===== src/hdl/assert_macros.svh =====
// Assertion macros used by the RTL file that checks its own behavior.
// No dependencies; include by bare file name.
`ifndef ASSERT_MACROS_SVH
`define ASSERT_MACROS_SVH

// Antecedent implies consequent in the same cycle.
`define CHK_SAME(label, clk, rst, a, b, msg) \
  label: assert property (@(posedge clk) disable iff (rst) (a) |-> (b)) else $error(msg);

// Antecedent implies consequent in the next cycle.
`define CHK_NEXT(label, clk, rst, a, b, msg) \
  label: assert property (@(posedge clk) disable iff (rst) (a) |=> (b)) else $error(msg);

`endif


===== src/hdl/iptf_level.sv =====
// Per-level step of the trie walk: child select and depth limit compare.
// No package dependencies.
module iptf_level #(
  parameter int NW = 12
) (
  input  logic [NW-1:0] zero_child,
  input  logic [NW-1:0] one_child,
  input  logic          addr_bit,
  input  logic [5:0]    depth,
  input  logic [5:0]    limit,
  output logic [NW-1:0] child,
  output logic          advance
);
  assign child   = addr_bit ? one_child : zero_child;
  assign advance = (depth < limit) && (child != '0);
endmodule


===== config.mk =====
export PLATFORM = sky130hd
export DESIGN_NAME = iptf_level
export DESIGN_NICKNAME = d
export VERILOG_FILES = /design/src/hdl/assert_macros.svh /design/src/hdl/iptf_level.sv
export SDC_FILE = /design/constraint.sdc
export NUM_CORES = 1
export LEC_CHECK = 0
export ABC_CLOCK_PERIOD_IN_PS = 1600
export BUFFER_PORTS_ARGS = -buffer_cell sky130_fd_sc_hd__buf_2
export CORE_AREA = 2 2 39 41
export DETAILED_ROUTE_END_ITERATION = 16
export DIE_AREA = 0 0 41 43
export PLACE_DENSITY = 0.7
export SETUP_SLACK_MARGIN = 0.1
export SYNTH_ARGS = -nofsm -noshare
export SYNTH_HDL_FRONTEND = slang
export SYNTH_SLANG_ARGS = --single-unit

===== constraint.sdc =====
create_clock -name vclk -period 1.6
set_input_delay 0.32 -clock vclk [all_inputs]
set_output_delay 0.32 -clock vclk [all_outputs]
set_load 0.02 [all_outputs]

==> out/metrics.sh, run 1 <==
MIN_PATH_TYPE='input pin to primary output'
FINAL.PERIOD_UTILIZATION_PCT=99.73
LAYOUT.CELLS.MOST_COMMON='buf_2'
FIRST_PASS_GRT_WIRE_LENGTH_UM=1414
POST-CTS-SETUP-BUFFERS=0
DRT_FIRST_ITER_VIOLATIONS=2
POWER_REPORT.INTERNAL_TOTAL_uW=109.1
SYNTH-XOR-AREA-SHARE_PCT=0
CRITICAL_PATH_ARRIVAL_NS=1.28
YOSYS-TOP-CELLS-AREA='mux2_2, ha_1, mux2_4, inv_1, nor3b_2'
GRT_MAX_DEGREE=11
ROUTEDWLPERCELL_UM=10.80
SYNTH_SIMPLE_GATE_AREA_SHARE_PCT=17.52
COMBINATIONAL_FAMILY_WITH_THE_MOST_AREA_AFTER_SYNTHESIS='multiplexers'
POST_SYNTH_INSTANCE_AREA_UM2=342.8
SYN_NETS=81
CRITICAL_PATH_PEAK_FANOUT=2
CRITICAL_PATH.STARTPOINT_TYPE='input pin'
VDD_DROP_MAX_uV=114.4
SYNTH_CELLS=39
COMBINATIONAL_SHARE_OF_POWER_PCT=100.0
SYNTH-SEQ-AREA-SHARE_PCT=0
TIMING_HOLD_VIOLATIONS_FINAL=0
SETUP_VIOL=0
TOTAL_POWER_uW=209.6
GLOBALROUTEOVERFLOWTOTAL=0
AVGSYNTHCELLAREA_UM2=8.790
FINAL_ANTENNA_NET_COUNT=0
LAYOUT_COMMON_CELLS='buf_2, mux2_2, buf_6, inv_1, ha_1'
ENDPOINT_OF_THE_WORST_HOLD_TIMING_PATH='child[7]'
PLACE.PORT_BUFFERS=50
P_PER_AREA_mW_PER_MM2=299.7
DRCVIOLATIONCOUNT=0
FIN_CELLS=106
FINALMAXSLEWVIOLATIONS=0
REGAREA_UM2=0
TOTALWIRELENGTH_UM=1145
GRT_ANTENNA_BEFORE_REPAIR=0
NFLOPSANDLATCHES=0
RSZ0062_AT_GRT='true'
WORST_PIN_SLEW_NS=0.2989
FINALNETCOUNT=134
LAYOUT-DRIVE-GT1-SHARE_PCT=81.11
GLOBALROUTETOTALUTIL_PCT=10.39
HP-START='zero_child[7]'
ROUTABILITYCONGESTION=0.6062
SYNTH_COMPOUND_GATE_AREA_SHARE_PCT=13.87
YOSYS-MUX-AREA-FRACTION_PCT=41.61
WHS_PATH_DEPTH=3
DRT_FIRST_PASS_ITERS=3
IOS=50
PLACEDINSTANCEAREA_UM2=633.1
SEQ_POWER_SHARE_PCT=0
YS_WARNS=0
SYNTH.LARGEST_AREA_CELL='mux2_2'
FLOORPLAN.DIE.HEIGHT_UM=43
SWITCHING_POWER_uW=100.5
CLOCK_POWER_SHARE_PCT=0
DESIGN_AREA_UM2=699.4
DIE_AREA_MM2=0.001763
P_LEAK_nW=0.3794
DIEWIDTH_UM=41
INSERTEDDIODECOUNT=0
MEAN_NUMBER_OF_VIAS_PER_CELL=4.566
MAXCAPVIOLATIONS=0
PLACEMENTROWS=14
SYNTH_CELL_TYPE_COUNT=18
SYNTHDOMINANTCELLAREASHARE_PCT=32.85
DETAILROUTE.VIA_COUNT=484
DP_HPWL_UM=904.9
TIMING.HOLD.WS_NS=0.9940
TNS_NS=0
SWSHARE_PCT=47.93
END_KIND='primary output'
TIMING_WORST_SETUP_PATH_TYPE='input pin to primary output'
POST-PLACE-CELLS=106
LAYOUT.CLOCK_BUFFERS=0
CP_DATA_REQUIRED_TIME_NS=1.28
SYNTH-ADDER-AREA-SHARE_PCT=18.25
CORE_MM2=0.001384
LAYOUT_MIN_CYCLE_TIME_NS=1.596
GRT_PASS1_VIAS=418
WORST_SLEW_MARGIN_REL_PCT=79.86
MAX_FREQ_MHz=626.7
OUTCOME='finished clean'
INITIAL_CORE_UTIL_PCT=24.77
AREA.GROWTH.SYNTH_TO_FINAL_PCT=104.0
## what timing repair did
item	4_1_cts	5_1_grt
pin swaps	0	5
hold buffers	0	0
endpoints found under the setup margin	3	1
resized for setup	4	9
## power groups by stage
stage | Clock (mW) | Combinational (mW) | Sequential (mW)
after CTS | 0 | 0.194 | 0
after detailed placement | 0 | 0.187 | 0
after global routing | 0 | 0.228 | 0
after global placement | 0 | 0.185 | 0
after floorplan | 0 | 0.105 | 0
final | 0 | 0.210 | 0
## per-layer routing
metal  GRT usage, %  share of wire (%)
met5              0                  0
met4              0                  0
met3         0.5236                8.7
met1          10.44                 36
met2          21.88                 55
## stage by stage
| step | setup WS [ns] | utilization [%] |
|---|---|---|
| after floorplan | 0.1427 | - |
| after global placement | -0.1245 | 45.75 |
| after detailed placement | -0.1423 | 45.75 |
| after CTS | -0.03226 | 47.56 |
| after global routing | -0.06404 | 50.54 |
| final | 0.004252 | 50.54 |
## Yosys cell counts, drive strengths merged
library cell	number
nor3b	1
buf	1
nor2	2
o41ai	1
nor4	3
a21oi	2
ha	5
o2111ai	1
a21o	1
nand2b	1
nand3	1
o21ai	1
nand2	1
a211oi	1
inv	5
mux2	12
## final cells by class
type                       instances  area (µm²)
fill                             136       684.4
inverter                           5       18.77
multi-input combinational         33       364.1
tap                               16       20.02
timing repair buffer              52       296.5
## logic make-up (layout without fill, tap and decap cells)
logic type                 count (synthesis)  count (layout)
AOI/OAI and AO/OA                          7               7
adders and majority gates                  5               5
buffers and inverters                      6              57
muxes                                     12              12
and+or+nand+nor                            9               9
## worst max-delay path, stage by stage
cell and delay, ns:
buf_6 0.09, inv_2 0.05, ha_4 0.19, a21o_1 0.16, a21oi_2 0.13, o21ai_1 0.08, a21oi_2 0.10, buf_4 0.15
## worst max-delay path by stage
stage / startpoint / endpoint / slack (ns) / cells after the start
after detailed placement: zero_child[7] / advance / -0.14 / 6
final: limit[4] / advance / 0.004 / 8
after CTS: addr_bit / advance / -0.03 / 5
after floorplan: limit[4] / advance / 0.14 / 6
after global routing: limit[4] / advance / -0.06 / 8
after global placement: zero_child[7] / advance / -0.12 / 6
No activity file was read; power rests on OpenSTA's default activity.
==> run 2: changes to the inputs <==
--- a/config.mk
+++ b/config.mk
@@ -5,12 +5,13 @@
 export SDC_FILE = /design/constraint.sdc
 export NUM_CORES = 1
 export LEC_CHECK = 0
+export ABC_AREA = 1
 export ABC_CLOCK_PERIOD_IN_PS = 1600
-export BUFFER_PORTS_ARGS = -buffer_cell sky130_fd_sc_hd__buf_2
 export CORE_AREA = 2 2 39 41
 export DETAILED_ROUTE_END_ITERATION = 16
 export DIE_AREA = 0 0 41 43
-export PLACE_DENSITY = 0.7
+export DONT_BUFFER_PORTS = 1
+export PLACE_DENSITY = 0.47
 export SETUP_SLACK_MARGIN = 0.1
 export SYNTH_ARGS = -nofsm -noshare
 export SYNTH_HDL_FRONTEND = slang
==> run 2 against run 1 <==
  * Via count up 3.5%
  * Synthesized area rose by 32%
  * Core utilization is 15 points lower
  * Setup slack better by 0.20 ns
  * Hold slack lost 0.17 ns
  * Flip-flop and latch count did not move
==> out/metrics.sh, run 2 <==
INSERTEDDIODECOUNT=0  # unchanged
WORST_SLEW_MARGIN_REL_PCT=84.78  # was 79.86%
YOSYS-TOP-CELLS-AREA='inv_1, nand2_1, ha_1, a21oi_1, o21ai_0'  # was mux2_2, ha_1, mux2_4, inv_1, nor3b_2
FINAL_ANTENNA_NET_COUNT=0  # unchanged
INITIAL_CORE_UTIL_PCT=32.82  # was 24.77%
SYNTH_CELLS=103  # was 39
POST-CTS-SETUP-BUFFERS=0  # unchanged
DRT_FIRST_ITER_VIOLATIONS=3  # was 2
FINAL.PERIOD_UTILIZATION_PCT=87.28  # was 99.73%
CRITICAL_PATH_PEAK_FANOUT=2  # unchanged
WORST_PIN_SLEW_NS=0.2259  # was 0.2989 ns
P_PER_AREA_mW_PER_MM2=272.9  # was 299.7 mW/mm²
YS_WARNS=0  # unchanged
LAYOUT-DRIVE-GT1-SHARE_PCT=7.843  # was 81.11%
FINALCOREUTILIZATION_PCT=35.80  # was 50.54%
SETUP_VIOL=0  # unchanged
DIEWIDTH_UM=41  # unchanged
FINALMAXSLEWVIOLATIONS=0  # unchanged
VDD_DROP_MAX_uV=73.82  # was 114.4 µV
SYNTH.TOP_CELLS.BY_COUNT='inv_1, nand2_1, ha_1'  # was mux2_2, ha_1, inv_1
PLACEMENTROWS=14  # unchanged
TIMING_HOLD_VIOLATIONS_FINAL=0  # unchanged
MAX_FREQ_MHz=716.1  # was 626.7 MHz
ROUTABILITYCONGESTION=0.6189  # was 0.6062
CRITICAL_PATH_ARRIVAL_NS=1.08  # was 1.28 ns
LAYOUT.CLOCK_BUFFERS=0  # unchanged
CP_DATA_REQUIRED_TIME_NS=1.28  # about the same
FLOORPLAN.DIE.HEIGHT_UM=43  # unchanged
GLOBALROUTETOTALUTIL_PCT=9.890  # was 10.39%
AREA.GROWTH.SYNTH_TO_FINAL_PCT=9.091  # was 104.0%
GRT_ANTENNA_BEFORE_REPAIR=0  # unchanged
FINAL_WORST_PATH_SETUP_SLACK_NS=0.2036  # was 0.004252 ns
SYNTH-SEQ-AREA-SHARE_PCT=0  # unchanged
GRT_MAX_DEGREE=16  # was 11
END_KIND='primary output'  # unchanged
TIMING.HOLD.WS_NS=0.8193  # was 0.9940 ns
TNS_NS=0  # unchanged
CORE_MM2=0.001384  # unchanged
LAYOUT.CELLS.MOST_COMMON='nand2_1'  # was buf_2
LAYOUT_MIN_CYCLE_TIME_NS=1.396  # was 1.596 ns
HOLD_BUFFERS=0  # unchanged
DRT_FIRST_PASS_ITERS=4  # was 3
TIMING_WORST_SETUP_PATH_TYPE='input pin to primary output'  # unchanged
MEAN_NUMBER_OF_VIAS_PER_CELL=4.246  # was 4.566
FIN_CELLS=118  # was 106
GLOBALROUTEOVERFLOWTOTAL=0  # unchanged
NFLOPSANDLATCHES=0  # unchanged
POST-PLACE-CELLS=118  # was 106
PLACE.PORT_BUFFERS=0  # was 50
OUTCOME='finished clean'  # unchanged
MIN_PATH_TYPE='input pin to primary output'  # unchanged
FINALNETCOUNT=146  # was 134
DETAILROUTE.VIA_COUNT=501  # was 484
POST_SYNTH_INSTANCE_AREA_UM2=454.2  # was 342.8 µm²
SYNTHDOMINANTCELLAREASHARE_PCT=34.71  # was 32.85%
P_LEAK_nW=0.3867  # was 0.3794 nW
FIRST_PASS_GRT_WIRE_LENGTH_UM=1331  # was 1414 µm
ROUTEDWLPERCELL_UM=8.051  # was 10.80 µm
SYNTH.LARGEST_AREA_CELL='inv_1'  # was mux2_2
SYN_NETS=145  # was 81
DIE_AREA_MM2=0.001763  # unchanged
PRE_CTS_WS_NS=0.09182  # was -0.1423 ns
IOS=50  # unchanged
LAYOUT_COMMON_CELLS='nand2_1, inv_1, nor2_1, ha_1'  # was buf_2, mux2_2, buf_6, inv_1, ha_1
RSZ0062_AT_GRT='false'  # was true
REGAREA_UM2=0  # unchanged
NFILLCELLS=158  # was 136
CRITICAL_PATH.STARTPOINT_TYPE='input pin'  # unchanged
DRCVIOLATIONCOUNT=0  # unchanged
AVGSYNTHCELLAREA_UM2=4.410  # was 8.790 µm²
TOTALWIRELENGTH_UM=950  # was 1145 µm
MAXCAPVIOLATIONS=0  # unchanged
GRT_PASS1_VIAS=386  # was 418
DP_HPWL_UM=830.7  # was 904.9 µm
SYNTH_CELL_TYPE_COUNT=11  # was 18
[run 2: changes by cell type in the layout (fill, tap and decap cells not counted), moves of 2 or more]
| cell | change |
|---|---|
| nand2_1 | +41 |
| mux2_4 | -3 |
| inv_1 | +37 |
| buf_4 | -2 |
| buf_6 | -5 |
| buf_2 | -45 |
| o21ai_0 | +2 |
| mux2_2 | -9 |
[run 2: cell families (layout without fill, tap and decap cells)]
logic type | after synthesis | after routing | synth area share [%]
buf+inv | 44 | 43 | 38.02
simple gates | 47 | 47 | 39.67
compound gates | 7 | 7 | 8.538
fa+ha+maj | 5 | 5 | 13.77
[run 2: timing repair]
action | 4_1_cts | 5_1_grt
resized for setup | 1 | 5
endpoints found under the setup margin | 1 | 1
pin swaps | 0 | 1
[run 2: final cells by class]
class                           instances  area, µm²  area share, %
Inverter                               43      161.4          32.58
Tap cell                               16      20.02          4.040
Multi-Input combinational cell         59      314.1          63.38
[run 2: metrics by stage]
stage,power (mW),instance area [µm²]
2_1_floorplan,0.1171,454.2
5_1_grt,0.1560,495.5
3_3_place_gp,0.1244,462.9
6_report,0.1352,495.5
4_1_cts,0.1274,462.9
3_5_place_dp,0.1259,462.9
[run 2: worst paths after layout]
kind | start | endpoint | slack (ns) | depth (start not counted)
min | zero_child[3] | child[3] | 0.82 | 2
max | limit[5] | advance | 0.20 | 7
[run 2: report_power, final]
part / internal, mW / switching (mW)
logic: 0.0421 / 0.0931
clock network: 0 / 0
registers: 0 / 0
[run 2: critical path, cell delays in order]
cell     delay [ns]
inv_1          0.07
ha_4           0.20
a21oi_2        0.13
o21ai_1        0.07
a21oi_1        0.12
nand2_1        0.08
inv_2          0.10
[run 2: routing by layer]
layer	part of all wire [%]	GRT usage [%]
met1	47	11.71
met2	46	19.38
met3	7.5	0
met4	0	0
met5	0	0
==> run 3: changes to the inputs <==
--- a/config.mk
+++ b/config.mk
@@ -7,9 +7,9 @@
 export LEC_CHECK = 0
 export ABC_AREA = 1
 export ABC_CLOCK_PERIOD_IN_PS = 1600
-export CORE_AREA = 2 2 39 41
+export CORE_AREA = 4 4 41 43
 export DETAILED_ROUTE_END_ITERATION = 16
-export DIE_AREA = 0 0 41 43
+export DIE_AREA = 0 0 45 47
 export DONT_BUFFER_PORTS = 1
 export PLACE_DENSITY = 0.47
 export SETUP_SLACK_MARGIN = 0.1
==> run 3 against run 2 <==
  * Core utilization grew 2.5 points
  * Highest routed layer unchanged
  * Flip-flop and latch count is the same
  * Hold slack gained 0.0034 ns
  * Non-clock buffer count stayed put
  * Design area up 0.51%
==> out/metrics.sh, run 3 (synthesis gave the netlist of run 2 again) <==
WORST_SLEW_MARGIN_REL_PCT=86.11  # was 84.78%
END_KIND='primary output'  # unchanged
MIN_PATH_TYPE='input pin to primary output'  # unchanged
FINALNETCOUNT=146  # unchanged
INSERTEDDIODECOUNT=0  # unchanged
HOLD_BUFFERS=0  # unchanged
LAYOUT.CLOCK_BUFFERS=0  # unchanged
SETUP_VIOL=0  # unchanged
POST-PLACE-CELLS=117  # was 118
VDD_DROP_MAX_uV=70.54  # was 73.82 µV
LAYOUT.CELLS.MOST_COMMON='nand2_1'  # unchanged
NFLOPSANDLATCHES=0  # unchanged
WHS_PATH_DEPTH=2  # unchanged
DETAILROUTE.VIA_COUNT=501  # unchanged
SWSHARE_PCT=69.06  # was 68.87%
MEAN_NUMBER_OF_VIAS_PER_CELL=4.282  # was 4.246
DIE_AREA_MM2=0.002115  # was 0.001763 mm²
CLOCK_POWER_SHARE_PCT=0  # about the same
WORST_PIN_SLEW_NS=0.2062  # was 0.2259 ns
CRITICAL_PATH_PEAK_FANOUT=2  # unchanged
TIMING.HOLD.WS_NS=0.8227  # was 0.8193 ns
ROUTABILITYCONGESTION=0.6840  # was 0.6189
TNS_NS=0  # unchanged
MAX_FREQ_MHz=716.7  # was 716.1 MHz
FLOORPLAN.DIE.HEIGHT_UM=47  # was 43 µm
AREA.GROWTH.SYNTH_TO_FINAL_PCT=9.642  # was 9.091%
MULTIINPUTGATEAREA_UM2=317.8  # was 314.1 µm²
DIEWIDTH_UM=45  # was 41 µm
DRCVIOLATIONCOUNT=0  # unchanged
FIRST_PASS_GRT_WIRE_LENGTH_UM=1662  # was 1331 µm
RSZ0062_AT_GRT='false'  # unchanged
CRITICAL_PATH.STARTPOINT_TYPE='input pin'  # unchanged
OUTCOME='finished clean'  # unchanged
NFILLCELLS=152  # was 158
GRT_ANTENNA_BEFORE_REPAIR=0  # unchanged
LAYOUT_MIN_CYCLE_TIME_NS=1.395  # was 1.396 ns
GLOBALROUTEOVERFLOWTOTAL=0  # unchanged
PLACE.PORT_BUFFERS=0  # unchanged
FINALCOREUTILIZATION_PCT=38.27  # was 35.80%
FINAL_ANTENNA_NET_COUNT=0  # unchanged
LAYOUT-DRIVE-GT1-SHARE_PCT=8.824  # was 7.843%
COMBINATIONAL_SHARE_OF_POWER_PCT=100.0  # about the same
FINAL.PERIOD_UTILIZATION_PCT=87.20  # was 87.28%
PLACEMENTROWS=13  # was 14
DP_HPWL_UM=953.2  # was 830.7 µm
REGAREA_UM2=0  # unchanged
MAXCAPVIOLATIONS=0  # unchanged
POWER_REPORT.INTERNAL_TOTAL_uW=42.49  # was 42.08 µW
TIMING_WORST_SETUP_PATH_TYPE='input pin to primary output'  # unchanged
P_LEAK_nW=0.3870  # was 0.3867 nW
IOS=50  # unchanged
CRITICAL_PATH_ARRIVAL_NS=1.08  # about the same
P_PER_AREA_mW_PER_MM2=275.7  # was 272.9 mW/mm²
TOTALWIRELENGTH_UM=1119  # was 950 µm
TOTAL_POWER_uW=137.3  # was 135.2 µW
CORE_MM2=0.001301  # was 0.001384 mm²
LAYOUT_COMMON_CELLS='nand2_1, inv_1'  # was nand2_1, inv_1, nor2_1, ha_1
CP_DATA_REQUIRED_TIME_NS=1.28  # about the same
GRT_PASS1_VIAS=440  # was 386
GRT_MAX_DEGREE=16  # unchanged
ROUTEDWLPERCELL_UM=9.564  # was 8.051 µm
GLOBALROUTETOTALUTIL_PCT=9.835  # was 9.890%
DRT_FIRST_PASS_ITERS=2  # was 4
INITIAL_CORE_UTIL_PCT=34.90  # was 32.82%
SEQ_POWER_SHARE_PCT=0  # about the same
FINALMAXSLEWVIOLATIONS=0  # unchanged
TIMING_HOLD_VIOLATIONS_FINAL=0  # unchanged
POST-CTS-SETUP-BUFFERS=0  # unchanged
DRT_FIRST_ITER_VIOLATIONS=1  # was 3
SWITCHING_POWER_uW=94.81  # was 93.12 µW
FIN_CELLS=117  # was 118
==> run 3: final cells by class <==
cell class | instances | share of cell area, %
tap | 15 | 3.769
multi-input combinational | 59 | 63.82
inverter | 43 | 32.41
==> run 3: timing repair <==
action | in CTS | in global routing
pin swaps | 0 | 3
setup endpoints to repair | 1 | 1
resized for setup | 1 | 5
gates cloned | 0 | 0
==> run 3: final timing paths <==
path,start,to,slack (ns)
max,limit[3],advance,0.20
min,zero_child[3],child[3],0.82
==> run 3: critical path, cell delays in order <==
cell and delay, ns:
inv_1 0.08, ha_4 0.21, a21oi_2 0.10, o21ai_0 0.09, a21oi_2 0.11, nand2_1 0.07
inv_2 0.10
==> run 3: stage by stage <==
| step | area (µm²) | setup WS, ns |
|---|---|---|
| 4_1_cts | 461.7 | 0.1142 |
| 3_5_place_dp | 461.7 | 0.07797 |
| 6_report | 498.0 | 0.2048 |
| 5_1_grt | 498.0 | 0.1233 |
| 2_1_floorplan | 454.2 | 0.1606 |
| 3_3_place_gp | 461.7 | 0.1027 |
==> run 3: power groups by stage <==
stage               logic (mW)  registers (mW)  clock network, mW
global route             0.159               0                  0
global placement         0.126               0                  0
floorplan                0.117               0                  0
CTS                      0.128               0                  0
finish                   0.137               0                  0
detailed placement       0.127               0                  0
==> run 3: metal layers <==
metal / wire length [µm] / track usage, % / vias to the layer above
met2: 574 / 18.36 / 27
met4: 0 / 0 / 0
met1: 483 / 13.48 / 194
li1: - / - / 280
met5: 0 / 0 / -
met3: 61 / 0 / 0
